File: config.mk
export PLATFORM = sky130hd
export DESIGN_NAME = pbct_box_filter
export DESIGN_NICKNAME = d
export VERILOG_FILES = /design/src/hw/rtl/pbct_pkg.sv /design/src/hw/rtl/pbct_box_filter.sv
export SDC_FILE = /design/constraint.sdc
export NUM_CORES = 2
export LEC_CHECK = 0
export BUFFER_PORTS_ARGS = -buffer_cell sky130_fd_sc_hd__buf_4
export CAP_MARGIN = 20
export CORE_MARGIN = 5
export CORE_UTILIZATION = 40
export DETAILED_ROUTE_END_ITERATION = 12
export GPL_TIMING_DRIVEN = 0
export PLACE_DENSITY_LB_ADDON = 0.3
export SETUP_SLACK_MARGIN = 0.3
export SLEW_MARGIN = 25
export SYNTH_ARGS = -nofsm -noshare
export SYNTH_HDL_FRONTEND = slang
export SYNTH_SLANG_ARGS = --single-unit
File: constraint.sdc
create_clock -name clock -period 15.7 [get_ports clock]
set_input_delay 0 -clock clock [delete_from_list [all_inputs] [get_ports clock]]
set_output_delay 0 -clock clock [all_outputs]
set_load 0.01 [all_outputs]
File: src/hw/rtl/pbct_pkg.sv
package pbct_pkg;

   localparam int BOX_SLOTS = 8;
   localparam int COORD_W   = 32;
   localparam int PROD_W    = 2 * COORD_W;

   localparam logic [1:0] OP_BOX_WRITE = 2'd0;
   localparam logic [1:0] OP_ROW_WRITE = 2'd1;
   localparam logic [1:0] OP_POINT     = 2'd2;

   localparam logic [1:0] REG_BOX_COUNT        = 2'd0;
   localparam logic [1:0] REG_FILTER_ENABLE    = 2'd1;
   localparam logic [1:0] REG_TRANSFORM_ENABLE = 2'd2;

   localparam logic signed [COORD_W-1:0] Q_ONE = 32'sh0001_0000;
   localparam int ROWS = 3;

   typedef struct packed {
      logic                      valid;
      logic [2:0]                slot;
      logic                      excludes;
      logic signed [COORD_W-1:0] low_x;
      logic signed [COORD_W-1:0] low_y;
      logic signed [COORD_W-1:0] low_z;
      logic signed [COORD_W-1:0] high_x;
      logic signed [COORD_W-1:0] high_y;
      logic signed [COORD_W-1:0] high_z;
   } box_write_type;

endpackage

File: src/hw/rtl/pbct_box_filter.sv
module pbct_box_filter
   import pbct_pkg::*;
(
   input  logic                      clock,
   input  box_write_type             box_write,
   input  logic [3:0]                box_count,
   input  logic signed [COORD_W-1:0] point_x,
   input  logic signed [COORD_W-1:0] point_y,
   input  logic signed [COORD_W-1:0] point_z,
   output logic                      keep
);

   logic signed [COORD_W-1:0] low_x_ff  [BOX_SLOTS];
   logic signed [COORD_W-1:0] low_y_ff  [BOX_SLOTS];
   logic signed [COORD_W-1:0] low_z_ff  [BOX_SLOTS];
   logic signed [COORD_W-1:0] high_x_ff [BOX_SLOTS];
   logic signed [COORD_W-1:0] high_y_ff [BOX_SLOTS];
   logic signed [COORD_W-1:0] high_z_ff [BOX_SLOTS];
   logic                      mode_ff   [BOX_SLOTS];
   logic [BOX_SLOTS-1:0]      box_pass;

   // slots, no reset: user must write them before reads (unchecked)
   always_ff @(posedge clock) begin
      for (int i = 0; i < BOX_SLOTS; i++) begin
         if (box_write.valid && (int'(box_write.slot) == i)) begin
            low_x_ff[i]  <= box_write.low_x;
            low_y_ff[i]  <= box_write.low_y;
            low_z_ff[i]  <= box_write.low_z;
            high_x_ff[i] <= box_write.high_x;
            high_y_ff[i] <= box_write.high_y;
            high_z_ff[i] <= box_write.high_z;
            mode_ff[i]   <= box_write.excludes;
         end
      end
   end

   // all boxes tested in parallel; unused slots pass
   always_comb begin
      logic hit;
      for (int i = 0; i < BOX_SLOTS; i++) begin
         hit = (low_x_ff[i] <= point_x) && (point_x <= high_x_ff[i]) &&
               (low_y_ff[i] <= point_y) && (point_y <= high_y_ff[i]) &&
               (low_z_ff[i] <= point_z) && (point_z <= high_z_ff[i]);
         box_pass[i] = (int'(box_count) <= i) || (hit != mode_ff[i]);
      end
   end

   assign keep = &box_pass;

endmodule

==> flow_summary.ini <==
[finish]
nFillCells = 17885
design_area_um2 = 99400
layout.nets = 9128
syn2layout_area_growth_pct = 19.9
drive_gt1_frac = 0.0925

[yosys]
synth.yosys.seq_area_share = 0.559
yosys_warnings = 0
synth.avg_cell_area_um2 = 13.0
synthTopCellsByArea = edfxtp_1, ha_1, inv_1
synth.ff_latch_count = 1544
synth_edf_count = 1544
ys.flop_type = edfxtp_1
synth_top_area_cell = edfxtp_1
synth_top_area_share = 0.559
yosysUniqueCellTypes = 63
async_flop_share = 0
netlist_instances = 6367
syn-num-nets = 8201
synth_area_um2 = 82900

[hold_path]
whs_path_depth = 2
hold_class = primary input to register
hold_start = box_write[104]

[route]
wl_mm = 233
via_count = 55015
ant_nets = 0
viasPerCell = 5.42
drc = 0
dr.pass1.iters = 5
drt_iter0_markers = 3891
wire_per_inst_um = 22.9

[critical_path]
arrival_ns = 6.02
crit_path_start = low_z_ff[1][45]
critical_path_class = register to output pin
worstPathBufferInverterCount = 1
cp.depth = 12
endpoint_kind = output pin
slowest_stage = nor4_1
worst_setup_path_start_kind = register
crit_chain = ha_1, nand4_1, nor3_1, o21ai_0, o211ai_1, a2111oi_0, mux2i_1, nor4_1, xnor2_1, a2111o_1, a211oi_2, buf_4
slowest_delay_ns = 0.89
crit_family = simple AND/OR/NAND/NOR gates
cp_max_fo = 2
cp.required_ns = 15.70

[timing]
finalSetupViolCount = 0
hold_violations = 0
worstMarginPinSlew_ns = 1.06
setup_tns_ns = 0
fin_crit_ns = 6.02
max-slew-margin-rel = 0.290
fmax_ghz = 0.166
grt_setup_unrepaired = no
fin_crit_sh = 0.384
slew_violations = 0

[clock_network]
clkTransAtPathRegs_ns = 0.06
cts_root_buffer = clkbuf_16
cts-resized-gates = 0
cts_sinks = 1544
numCtsBuffers = 174
cts_max_level = 4
clk_path_buf_depth = 3
cts_tree = built

[place]
gp_congestion = 0.850
port_buffers = 297
dpl_cell_area_um2 = 90700
hpwl_mm = 175

[outcome]
status = complete, no violations

[global_routing]
grt_pass1_vias = 55812
grt_max_degree = 27
grt_pass1_wl_mm = 344
grt_antenna_before_repair = 33
grt-ovfl-total = 0
grt_usage = 0.211

[floorplan]
start_util = 0.401
chipHeight_um = 465
die_w_um = 465
coreArea_um2 = 207000
die_area_um2 = 217000
io_pins = 299
num_rows = 167

[pwr]
power_density_nw_per_um2 = 97.8
p_leak_nw = 42.1
peakVddDrop_uv = 116

[job]
maxCapViolCount = 0
-- final cells by class --
class | instances | area (µm²) | share of cell area
Sequential cell | 1544 | 46400 | 0.466
Multi-Input combinational cell | 3918 | 33300 | 0.335
Timing Repair Buffer | 751 | 7600 | 0.0765
Inverter | 904 | 3390 | 0.0341
Tap cell | 2704 | 3380 | 0.0340
Antenna cell | 13 | 32.5 | 0.000327
Clock buffer | 217 | 4540 | 0.0456
Clock inverter | 96 | 846 | 0.00851
Buffer | 1 | 3.75 | 0.0000377
-- path summary, 6_finish.rpt --
path	end	slack, ns
min	low_z_ff[1][8]	0.03
max	keep	9.68
-- sequential cells by signal, summed over array words and instances, names as in the netlist --
name,flops
high_z_ff,256
high_y_ff,256
mode_ff,8
high_x_ff,256
low_z_ff,256
low_x_ff,256
low_y_ff,256
-- report_power, final --
part	total [mW]	leakage, nW	switching, mW	internal [mW]
Clock	3.90	2.61	1.71	2.19
Sequential	4.71	14.0	0.0329	4.68
Combinational	1.12	25.5	0.679	0.441
-- layer usage --
metal  vias up  wire (µm)  track usage
met5         -        127            0
met4        20       8350       0.0746
met3       384      13000       0.0334
met2      1453     110000        0.354
met1     26969     101000        0.277
li1      26189          -            -
-- Yosys cell counts (4+ instances only) --
library cell  count
o21ai_0         170
ha_1           1536
a21oi_1         561
a21o_1          220
nand3b_1          6
or2_2             9
o211ai_1         73
and2_0            7
a221o_1          22
a221oi_1         32
nand2b_1         16
nand4_1         324
o21a_1           14
or4_1            14
nand2_1         276
a2111oi_0        18
nor2b_1          58
o221a_2           5
o211a_1           4
a21boi_0         10
a211oi_1         42
xnor2_1           9
a211o_1           7
a2111o_1         13
and4_1           28
nand3_1         110
o31ai_1          11
o221ai_1          7
a31o_2            4
nor3_1           51
nor2_1          113
nor4_1           46
inv_1           904
or3_1            15
and3_1            5
o2111ai_1         6
mux2_2            4
a31oi_1           9
mux2i_1          24
edfxtp_1       1544
-- stage by stage --
| step | hold WS (ns) | total power [mW] | std cells | util | worst slack, ns |
|---|---|---|---|---|---|
| final | 0.0328 | 9.73 | 10148 | 0.481 | 9.68 |
| after global routing | 0.0193 | 10.1 | 10141 | 0.481 | 9.47 |
| after CTS | 0.000295 | 9.82 | 10135 | 0.481 | 9.63 |
| after detailed placement | 0.256 | 5.84 | 9486 | 0.439 | 10.27 |
| after global placement | 0.248 | 5.81 | 9368 | 0.429 | -9.10 |
| after floorplan | 0.0989 | 5.38 | 6367 | - | 1.44 |
-- layout by cell type, fill, tap and decap left out, types with 15 or more instances in the layout --
cell type,n
nor3_1,49
inv_1,904
a21oi_1,561
buf_12,25
o211ai_1,73
or3_1,15
clkinv_1,38
edfxtp_1,1544
ha_1,1536
a211oi_1,42
nand3_1,110
buf_4,343
clkbuf_1,43
a21o_1,220
clkinv_2,26
clkbuf_16,175
dlygate4sd3_1,336
nor2b_1,58
nor2_1,107
buf_16,39
a221o_1,22
nand4_1,324
a221oi_1,32
nand2b_1,16
nand2_1,276
o21ai_0,169
and4_1,28
mux2i_1,23
nor4_1,43
-- repair_timing --
item | in CTS | in global routing
hold buffers | 336 | 0
buffers inserted | 0 | 0
endpoints found under the hold margin | 1789 | 0
-- cells by family after synthesis --
logic type,share of synthesized area
compound gates,0.0945
xor+xnor,0.00127
fa+ha+maj,0.232
buf+inv,0.0410
flops,0.559
mux,0.00344
simple gates,0.0691
Power figures use the tool's default switching activity.
